$ cat src/sv/tcce_pkg.sv
// tcce_pkg: shared types and constants of the text console character engine
// no dependencies

package tcce_pkg;

  localparam int OP_W        = 1;
  localparam int CHAR_W      = 8;
  localparam int ATTR_W      = 8;
  localparam int CELL_W      = CHAR_W + ATTR_W;
  localparam int CELL_IDX_W  = 11;
  localparam int CFG_ADDR_W  = 2;
  localparam int CFG_DATA_W  = 32;
  localparam int TAB_STOP    = 8;
  localparam int TAB_N_W     = 3;

  localparam logic [OP_W-1:0]   OP_PRINT   = 1'b0;
  localparam logic [OP_W-1:0]   OP_READ    = 1'b1;

  localparam logic [CHAR_W-1:0] CH_TAB     = 8'd9;
  localparam logic [CHAR_W-1:0] CH_NEWLINE = 8'd10;
  localparam logic [CHAR_W-1:0] CH_RETURN  = 8'd13;
  localparam logic [CHAR_W-1:0] CH_BLANK   = 8'h20;

  localparam logic [ATTR_W-1:0] ATTR_RESET = 8'h07;

  localparam logic [CFG_ADDR_W-1:0] REG_ADDR_TEXT_ATTR = 2'd0;

  typedef enum logic [2:0] {
    S_CLEAR,
    S_IDLE,
    S_READ,
    S_BLANK,
    S_COPY,
    S_DRAIN,
    S_FILL,
    S_DONE
  } tcce_state_t;

endpackage

$ cat src/sv/tcce_seq.sv
// tcce_seq: cursor tracking, item sequencer, scroll copy and result register
// depends on tcce_pkg; drives the port of tcce_ram

module tcce_seq import tcce_pkg::*; #(
  parameter int ROWS_N    = 25,
  parameter int COLUMNS_N = 80,
  parameter int CELLS     = ROWS_N * COLUMNS_N,
  parameter int AW        = $clog2(CELLS)
) (
  input  logic                  clk,
  input  logic                  rst,
  input  logic                  item_valid,
  output logic                  item_ready,
  input  logic [OP_W-1:0]       operation,
  input  logic [CHAR_W-1:0]     char_code,
  input  logic [CELL_IDX_W-1:0] cell_index,
  output logic                  result_valid,
  input  logic                  result_ready,
  output logic [CELL_IDX_W-1:0] cursor_position,
  output logic [CHAR_W-1:0]     cell_char,
  output logic [ATTR_W-1:0]     cell_attr,
  input  logic [ATTR_W-1:0]     text_attr,
  output logic                  ram_we,
  output logic [AW-1:0]         ram_waddr,
  output logic [CELL_W-1:0]     ram_wdata,
  output logic                  ram_re,
  output logic [AW-1:0]         ram_raddr,
  input  logic [CELL_W-1:0]     ram_rdata
);

  localparam int CW   = $clog2(CELLS + TAB_STOP);
  localparam int RW   = $clog2(ROWS_N + 1);
  localparam int COLW = $clog2(COLUMNS_N + TAB_STOP);

  tcce_state_t state, state_next;

  logic [CW-1:0]      addr, addr_next;
  logic [AW-1:0]      cp_wa, cp_wa_next;
  logic               pend;
  logic [TAB_N_W-1:0] cnt, cnt_next;
  logic               scroll, scroll_next;
  logic               hit, hit_next;
  logic [RW-1:0]      row, row_next;
  logic [COLW-1:0]    col, col_next;
  logic [CW-1:0]      lin, lin_next;
  logic [CHAR_W-1:0]  rchar, rchar_next;
  logic [ATTR_W-1:0]  rattr, rattr_next;
  logic               load;

  logic [CW-1:0]      stop;
  logic [TAB_N_W-1:0] tab_n, step;
  logic [COLW-1:0]    csum;
  logic               wrap;
  logic [RW-1:0]      nx_row;
  logic [COLW-1:0]    nx_col;
  logic [CW-1:0]      nx_lin;
  logic               nx_scroll;
  logic               in_rng;
  logic [CELL_W-1:0]  blank;

  assign blank      = {text_attr, CH_BLANK};
  assign item_ready = (state == S_IDLE);
  assign in_rng     = (32'(cell_index) < 32'(CELLS));

  // cursor after a print item, before and after the scroll adjustment
  always_comb begin
    stop  = (lin + CW'(TAB_STOP - 1)) & ~CW'(TAB_STOP - 1);
    tab_n = TAB_N_W'(stop - lin);
    step  = (char_code == CH_TAB) ? tab_n : TAB_N_W'(1);
    csum  = col + COLW'(step);
    wrap  = (csum >= COLW'(COLUMNS_N));
    unique case (char_code)
      CH_NEWLINE: begin
        nx_row = row + RW'(1);
        nx_col = '0;
        nx_lin = lin - CW'(col) + CW'(COLUMNS_N);
      end
      CH_RETURN: begin
        nx_row = row;
        nx_col = '0;
        nx_lin = lin - CW'(col);
      end
      default: begin
        nx_row = wrap ? row + RW'(1) : row;
        nx_col = wrap ? csum - COLW'(COLUMNS_N) : csum;
        nx_lin = (char_code == CH_TAB) ? stop : lin + CW'(1);
      end
    endcase
    nx_scroll = (nx_row == RW'(ROWS_N));
    if (nx_scroll) begin
      nx_row = RW'(ROWS_N - 1);
      nx_lin = nx_lin - CW'(COLUMNS_N);
    end
  end

  always_comb begin
    state_next  = state;
    addr_next   = addr;
    cp_wa_next  = cp_wa;
    cnt_next    = cnt;
    scroll_next = scroll;
    hit_next    = hit;
    row_next    = row;
    col_next    = col;
    lin_next    = lin;
    rchar_next  = rchar;
    rattr_next  = rattr;
    load        = 1'b0;
    ram_we      = 1'b0;
    ram_waddr   = addr[AW-1:0];
    ram_wdata   = blank;
    ram_re      = 1'b0;
    ram_raddr   = addr[AW-1:0];
    unique case (state)
      S_CLEAR: begin
        ram_we    = 1'b1;
        ram_wdata = '0;
        addr_next = addr + CW'(1);
        if (addr == CW'(CELLS - 1)) begin
          addr_next  = '0;
          state_next = S_IDLE;
        end
      end
      S_IDLE: begin
        if (item_valid) begin
          if (operation == OP_READ) begin
            ram_re     = in_rng;
            ram_raddr  = AW'(cell_index);
            hit_next   = in_rng;
            state_next = S_READ;
          end else begin
            rchar_next  = '0;
            rattr_next  = '0;
            row_next    = nx_row;
            col_next    = nx_col;
            lin_next    = nx_lin;
            scroll_next = nx_scroll;
            if (char_code == CH_TAB) begin
              if (tab_n != '0) begin
                addr_next  = lin;
                cnt_next   = tab_n;
                state_next = S_BLANK;
              end else begin
                state_next = S_DONE;
              end
            end else begin
              if (char_code != CH_NEWLINE && char_code != CH_RETURN) begin
                ram_we    = 1'b1;
                ram_waddr = lin[AW-1:0];
                ram_wdata = {text_attr, char_code};
              end
              if (nx_scroll) begin
                addr_next  = CW'(COLUMNS_N);
                state_next = S_COPY;
              end else begin
                state_next = S_DONE;
              end
            end
          end
        end
      end
      S_READ: begin
        rchar_next = hit ? ram_rdata[CHAR_W-1:0] : '0;
        rattr_next = hit ? ram_rdata[CELL_W-1:CHAR_W] : '0;
        state_next = S_DONE;
      end
      S_BLANK: begin
        ram_we    = (addr < CW'(CELLS));
        addr_next = addr + CW'(1);
        cnt_next  = cnt - TAB_N_W'(1);
        if (cnt == TAB_N_W'(1)) begin
          if (scroll) begin
            addr_next  = CW'(COLUMNS_N);
            state_next = S_COPY;
          end else begin
            state_next = S_DONE;
          end
        end
      end
      S_COPY: begin
        ram_re     = 1'b1;
        cp_wa_next = AW'(addr - CW'(COLUMNS_N));
        ram_we     = pend;
        ram_waddr  = cp_wa;
        ram_wdata  = ram_rdata;
        addr_next  = addr + CW'(1);
        if (addr == CW'(CELLS - 1)) begin
          state_next = S_DRAIN;
        end
      end
      S_DRAIN: begin
        ram_we     = pend;
        ram_waddr  = cp_wa;
        ram_wdata  = ram_rdata;
        addr_next  = CW'(CELLS - COLUMNS_N);
        state_next = S_FILL;
      end
      S_FILL: begin
        ram_we    = 1'b1;
        addr_next = addr + CW'(1);
        if (addr == CW'(CELLS - 1)) begin
          scroll_next = 1'b0;
          state_next  = S_DONE;
        end
      end
      S_DONE: begin
        if (!result_valid || result_ready) begin
          load       = 1'b1;
          state_next = S_IDLE;
        end
      end
    endcase
  end

  always_ff @(posedge clk) begin
    if (rst) begin
      state        <= S_CLEAR;
      addr         <= '0;
      pend         <= 1'b0;
      scroll       <= 1'b0;
      row          <= '0;
      col          <= '0;
      lin          <= '0;
      result_valid <= 1'b0;
    end else begin
      state  <= state_next;
      addr   <= addr_next;
      pend   <= (state == S_COPY);
      scroll <= scroll_next;
      row    <= row_next;
      col    <= col_next;
      lin    <= lin_next;
      if (load) begin
        result_valid <= 1'b1;
      end else if (result_ready) begin
        result_valid <= 1'b0;
      end
    end
  end

  always_ff @(posedge clk) begin
    cp_wa <= cp_wa_next;
    cnt   <= cnt_next;
    hit   <= hit_next;
    rchar <= rchar_next;
    rattr <= rattr_next;
    if (load) begin
      cursor_position <= CELL_IDX_W'(lin);
      cell_char       <= rchar;
      cell_attr       <= rattr;
    end
  end

  a_cursor_on_screen: assert property (@(posedge clk) disable iff (rst)
    (row < RW'(ROWS_N)) && (col < COLW'(COLUMNS_N)))
    else $error("cursor row or column off screen");

  a_cursor_linear: assert property (@(posedge clk) disable iff (rst)
    int'(lin) == int'(row) * COLUMNS_N + int'(col))
    else $error("linear cursor disagrees with row and column");

  a_write_in_range: assert property (@(posedge clk) disable iff (rst)
    ram_we |-> (int'(ram_waddr) < CELLS))
    else $error("screen write outside the cell store");

  a_scroll_reaches_done: assert property (@(posedge clk) disable iff (rst)
    (state == S_FILL && addr == CW'(CELLS - 1)) |=> (state == S_DONE && !scroll))
    else $error("scroll did not complete");

  a_done_loads_result: assert property (@(posedge clk) disable iff (rst)
    (state == S_DONE && (!result_valid || result_ready)) |=>
      (result_valid && state == S_IDLE))
    else $error("finished item gave no result");

endmodule
$ cat config.mk
export PLATFORM = sky130hd
export DESIGN_NAME = tcce_seq
export DESIGN_NICKNAME = d
export VERILOG_FILES = /design/src/sv/tcce_pkg.sv /design/src/sv/tcce_seq.sv
export SDC_FILE = /design/constraint.sdc
export NUM_CORES = 1
export LEC_CHECK = 0
export BUFFER_PORTS_ARGS = -buffer_cell sky130_fd_sc_hd__buf_4
export CORE_AREA = 2 2 119 121
export DETAILED_ROUTE_END_ITERATION = 8
export DIE_AREA = 0 0 121 123
export GPL_TIMING_DRIVEN = 1
export MAX_ROUTING_LAYER = met4
export PLACE_DENSITY_LB_ADDON = 0.05
export SLEW_MARGIN = 20
export SYNTH_ARGS = -nofsm -noshare
export SYNTH_HDL_FRONTEND = slang
export SYNTH_SLANG_ARGS = --single-unit
$ cat constraint.sdc
create_clock -name clk -period 5.85 [get_ports clk]
set_input_delay 1.17 -clock clk [delete_from_list [all_inputs] [get_ports clk]]
set_output_delay 1.17 -clock clk [all_outputs]
set_load 0.02 [all_outputs]
-- Word-level counts from Yosys, hierarchy flattened
Cells that the tools add are included.
- bitwise logic cells: 1
- $add $sub $neg: 12
- reduce and logical (&&, ||, !) cells: 21
- eq/ne operators: 26
- order comparisons: 3
- mux-type cells: 70
- operators with widths (operator ; count):
    $mux 11 ; 17
    $mux 8 ; 8
    $pmux 11 s5 ; 1
    $pmux 16 s3 ; 1
    $pmux 11 s2 ; 2
    $mux 3 ; 14
    $pmux 8 s2 ; 2
    $eq 8x4->1 const B ; 3
    $pmux 3 s8 ; 1
    $add 11x1->11 const B ; 2
    $lt 11x11->1 const B ; 2
    $sub 11x7->11 const B ; 2
    $ne 8x4->1 const B ; 2
    $mux 7 ; 2
    $ne 2x2->1 const B ; 7
    $mux 1 ; 13
    $eq 3x3->1 const B ; 4
    $add 11x3->11 const B ; 1
    $add 11x7->11 const B ; 1
    $eq 11x11->1 const B ; 1
    $sub 11x7->11 ; 1
    $mux 5 ; 2
    $pmux 5 s2 ; 1
    $reduce_and 5->1 ; 2
    other kinds (28) ; 41
- register bits: 98
- output and inout port bits: 69
- word-level logic and storage cells: 149
- input port bits: 48

-- Depth between registers and ports, before layout
- depth after elaboration: 12
- gate-level depth with buffers: 15
- mapped depth without buffers: 15

-- Least setup slack after synthesis
Ideal clock, no wire load.
- path kind: input -> register
- from: input port char_code[1]
- to: register lin[9]
- setup time: 0.062 ns
- arrival time: 4.821 ns
- required time: 5.788 ns
- path buffers: 1
- stages on the path: 14
- path slack: 0.967 ns
- cell sequence: or4b_4 -> or3_1 -> clkbuf_1 -> nor2_1 -> ha_1 -> a21oi_1 -> or4_4 -> or2_4 -> a31oi_1 -> mux2i_1 -> o21a_4 -> nand4_1 -> or4_1 -> nand3_1
- word-level cells in the longest chain between the ends: 8
- elaborated cells on any way between the ends: 13
- classes of those cells: 2 x add/sub; 1 x order compare; 4 x eq/ne; 6 x mux
- ends and longest elaborated chain (element ; RTL line ; text):
    start, declared ; tcce_seq.sv:15 ; input logic [CHAR_W-1:0] char_code,
    $eq 8x4->1 ; tcce_seq.sv:69, tcce_seq.sv:86 ;
    $mux 3 ; tcce_seq.sv:69 ; step = (char_code == CH_TAB) ? tab_n : TAB_N_W'(1);
    $add 7x3->7 ; tcce_seq.sv:70 ; csum = col + COLW'(step);
    $ge 7x7->1 ; tcce_seq.sv:71 ; wrap = (csum >= COLW'(COLUMNS_N));
    $mux 5 ; tcce_seq.sv:84 ; nx_row = wrap ? row + RW'(1) : row;
    $pmux 5 s2 ; tcce_seq.sv:72 ; unique case (char_code)
    $eq 5x5->1 ; tcce_seq.sv:89 ; nx_scroll = (nx_row == RW'(ROWS_N));
    $mux 11 (*) ; tcce_seq.sv:90 ; if (nx_scroll) begin
    end signal, assigned ; tcce_seq.sv:232 ; lin <= lin_next;
    end, declared ; tcce_seq.sv:45 ; logic [CW-1:0] lin, lin_next;
Mark *: on every way between the ends. The rest lies on a longest branch, timed or not.
A chain may end at the register's enable or synchronous reset.

-- Worst setup path after layout
Same ends and word-level chain as after synthesis.

==> results.sh <==
export IMPL_outcome="finished clean"
export IMPL_dr_first_iter_drc_count=478
export IMPL_register_area_sq_um=2542
export IMPL_grtUsageTotal=0.2659
export IMPL_max_stage_delay_ns=0.60
export IMPL_synth_warning_count=0
export IMPL_ir_worst_vdd_mv=0.1166
export IMPL_grt_pass1_vias=5590
export IMPL_clkPwrFrac=0.440
export IMPL_core_rowCount=43
export IMPL_swShare=0.2191
export IMPL_start_kind="input pin"
export IMPL_setup_viol=0
export IMPL_p_int_uw=1106
export IMPL_period_minus_slack_ns=5.001
export IMPL_finalClockSkew_ns=0.008473
export IMPL_diodes=0
export IMPL_cts_made_buffers=9
export IMPL_final_cell_mix="buf_4 (125), nand2_1 (77), nor2_1 (59)"
export IMPL_die_w_um=121
export IMPL_syn_area_per_cell_sq_um=9.102
export IMPL_ios=117
export IMPL_routedWlPerCell_um=19.12
export IMPL_hold_path_class="register to register"
export IMPL_path_cells="buf_4, or4b_4, or3_1, nor2_1, ha_1, a21oi_1, or4_4, or2_4, a31oi_1, mux2i_1, o21a_4, nand4_1, or4_1, nand3_1"
export IMPL_grt_max_degree=42
export IMPL_htreeDepth=3
export IMPL_synth_edff_count=58
export IMPL_synth_fa_ha_area_frac=0.04907
export IMPL_end_kind="register"
export IMPL_rsz0062_at_grt="false"
export IMPL_drv_slew=0
export IMPL_crit_path_top_delay_cell="or4b_4"
export IMPL_antenna_found_initial=0
export IMPL_vias=5804
export IMPL_power_total_uw=1417
export IMPL_dp_slack_ns=0.5020
export IMPL_required_ns=6.15
export IMPL_drtAntennaViolNets=0
export IMPL_overflow=0
export IMPL_fillers=1237
export IMPL_synth_seq_cells=98
export IMPL_syn_cell_area_sq_um=6426
export IMPL_cts_tree="done"
export IMPL_clockBufferDepth=2
export IMPL_p_leak_uw=0.002956
export IMPL_vias_per_cell=5.880
export IMPL_max_slew_margin=0.4212
export IMPL_postCtsHoldBufs=0
export IMPL_cts_resized=0
export IMPL_numClockSinks=98
export IMPL_ys_async_sr_fraction=0
export IMPL_cap_viol_max_count=0
export IMPL_synth_xor_area_frac=0.04225
export IMPL_nNetsFinal=874
export IMPL_critPathKind="input pin to register"
export IMPL_synth_simple_area_share=0.2282
export IMPL_port_buffers=116
export IMPL_syn_to_final_growth_pct=20.54
export IMPL_coreArea_sq_um=13610
export IMPL_drc=0
export IMPL_die_area_sq_um=14880
export IMPL_final_core_util=0.5691
export IMPL_final_hold_viol_count=0
export IMPL_multiInputGateArea_sq_um=3633
export IMPL_first_pass_iters=5
export IMPL_power_density_nw_per_um2=182.9
export IMPL_placed_cell_area_sq_um=7427
export IMPL_routabilityCongestion=0.9098
export IMPL_tightest_slew_ns=0.8655
export IMPL_ys_flop_type="edfxtp_1"
export IMPL_place_hpwl_um=13990
export IMPL_setup_slack_ns=0.8487
export IMPL_sequentialPowerShare=0.513
export IMPL_insertion_delay_ns=0.35
export IMPL_crit_path_max_fanout=10
export IMPL_synthMuxAreaShare=0.02434
export IMPL_clk_pin_slew_worst_paths_ns=0.07
export IMPL_synth_seq_area_share=0.3956
export IMPL_arrival_ns=5.30
export IMPL_drive_gt1_frac=0.2317
export IMPL_totalWireLength_um=18870
export IMPL_fmax_ghz=0.1999
export IMPL_die_y_um=123
export IMPL_synth_cell_types=96
export IMPL_final_area_sq_um=7746
export IMPL_synth_top_family_by_area="simple AND/OR/NAND/NOR gates"
export IMPL_grt_pass1_wl_um=29830
export IMPL_root_buffer="clkbuf_16"
export IMPL_initial_core_util=0.4721
export IMPL_layout_commonest_cell="buf_4"
export IMPL_p_comb_frac=0.047
export IMPL_period_share=0.8549
export IMPL_syn_nets=778
export IMPL_setup_tns_final_ns=0
export IMPL_postCtsSetupRepairBufs=0
export IMPL_syn_inst=706
export IMPL_synth_compound_area_frac=0.2198
export IMPL_p_switching_uw=310.5
## routing by layer
metal / track usage / share of wire / up-vias
met5: - / 0 / -
met3: 0.05397 / 0.076 / 38
met2: 0.4091 / 0.45 / 225
li1: - / - / 2801
met4: 0.1039 / 0.029 / 0
met1: 0.3462 / 0.44 / 2740
## area by class of cell
cell class	instances	area share
clock inverter	6	0.009530
timing repair buffer	125	0.1211
multi-input combinational	543	0.4691
inverter	25	0.01211
clock buffer	10	0.03085
tap	180	0.02907
sequential	98	0.3282
## power groups by stage
stage	logic (uW)	clock network, uW	registers, uW
6_report	66.2	623	727
5_1_grt	71.3	661	727
4_1_cts	66.1	634	727
3_5_place_dp	65.6	0	743
3_3_place_gp	64.2	0	743
2_1_floorplan	25.7	0	742
## stage by stage
| stage | std cells | hold WS [ns] |
|---|---|---|
| final | 987 | 0.4217 |
| after global routing | 987 | 0.4280 |
| after CTS | 987 | 0.4226 |
| after detailed placement | 971 | 0.4054 |
| after global placement | 971 | 0.4003 |
| after floorplan | 706 | 0.4003 |
## worst paths after layout
check | from | end | slack [ns] | cells past startpoint
max | char_code[1] | lin[9]$_SDFFE_PP0P_ | 0.85 | 14
min | rattr[5]$_SDFFCE_PN0P_ | cell_attr[5]$_DFFE_PP_ | 0.42 | 0
max reg2reg | lin[0]$_SDFFE_PP0P_ | lin[9]$_SDFFE_PP0P_ | 1.35 | 14
min reg2reg | rattr[5]$_SDFFCE_PN0P_ | cell_attr[5]$_DFFE_PP_ | 0.42 | 0
## critical path, delay by kind of cell
kind	cells	cell delay (ns)
compound gates	3	0.66
mux	1	0.32
buf+inv	1	0.14
fa+ha+maj	1	0.18
simple gates	8	2.82
## flip-flops by register name, summed over array words and instances, names as in the netlist, 3 cells and up
signal and count:
lin 11, rchar 8, cursor_position 11, cell_char 8, col 7, state 3, rattr 8, cp_wa 11
cell_attr 8, row 5, addr 11, cnt 3
## cells by family (layout without fill, tap and decap cells)
family,count (synthesis),in the layout
adders and majority gates,24,24
muxes,14,14
AOI/OAI and AO/OA,195,195
and+or+nand+nor,279,279
buffers and inverters,65,166
DFF,98,98
xor gates and xnor gates,31,31
## cells in the mapped netlist (all sizes together), types with 4 or more instances
| library cell | number | area share |
|---|---|---|
| a211oi | 11 | 0.014 |
| a21o | 6 | 0.0070 |
| a21oi | 38 | 0.030 |
| a221oi | 4 | 0.0055 |
| a22o | 15 | 0.020 |
| a22oi | 12 | 0.014 |
| a31oi | 5 | 0.0049 |
| and2 | 25 | 0.025 |
| and3 | 13 | 0.014 |
| buf | 7 | 0.0066 |
| clkbuf | 33 | 0.019 |
| dfxtp | 40 | 0.12 |
| edfxtp | 58 | 0.27 |
| ha | 22 | 0.043 |
| inv | 24 | 0.014 |
| mux2 | 10 | 0.018 |
| mux2i | 4 | 0.0062 |
| nand2 | 77 | 0.045 |
| nand2b | 14 | 0.014 |
| nand3 | 21 | 0.016 |
| nand3b | 5 | 0.0058 |
| nand4 | 4 | 0.0039 |
| nor2 | 60 | 0.035 |
| nor2b | 9 | 0.0088 |
| nor3 | 19 | 0.016 |
| o2111ai | 4 | 0.0055 |
| o211ai | 11 | 0.015 |
| o21ai | 42 | 0.033 |
| o311ai | 8 | 0.011 |
| o41ai | 4 | 0.0095 |
| or2 | 7 | 0.0072 |
| or3 | 4 | 0.0039 |
| or3b | 4 | 0.0055 |
| xnor2 | 13 | 0.018 |
| xor2 | 18 | 0.025 |
No activity file was read; power rests on OpenSTA's default activity.
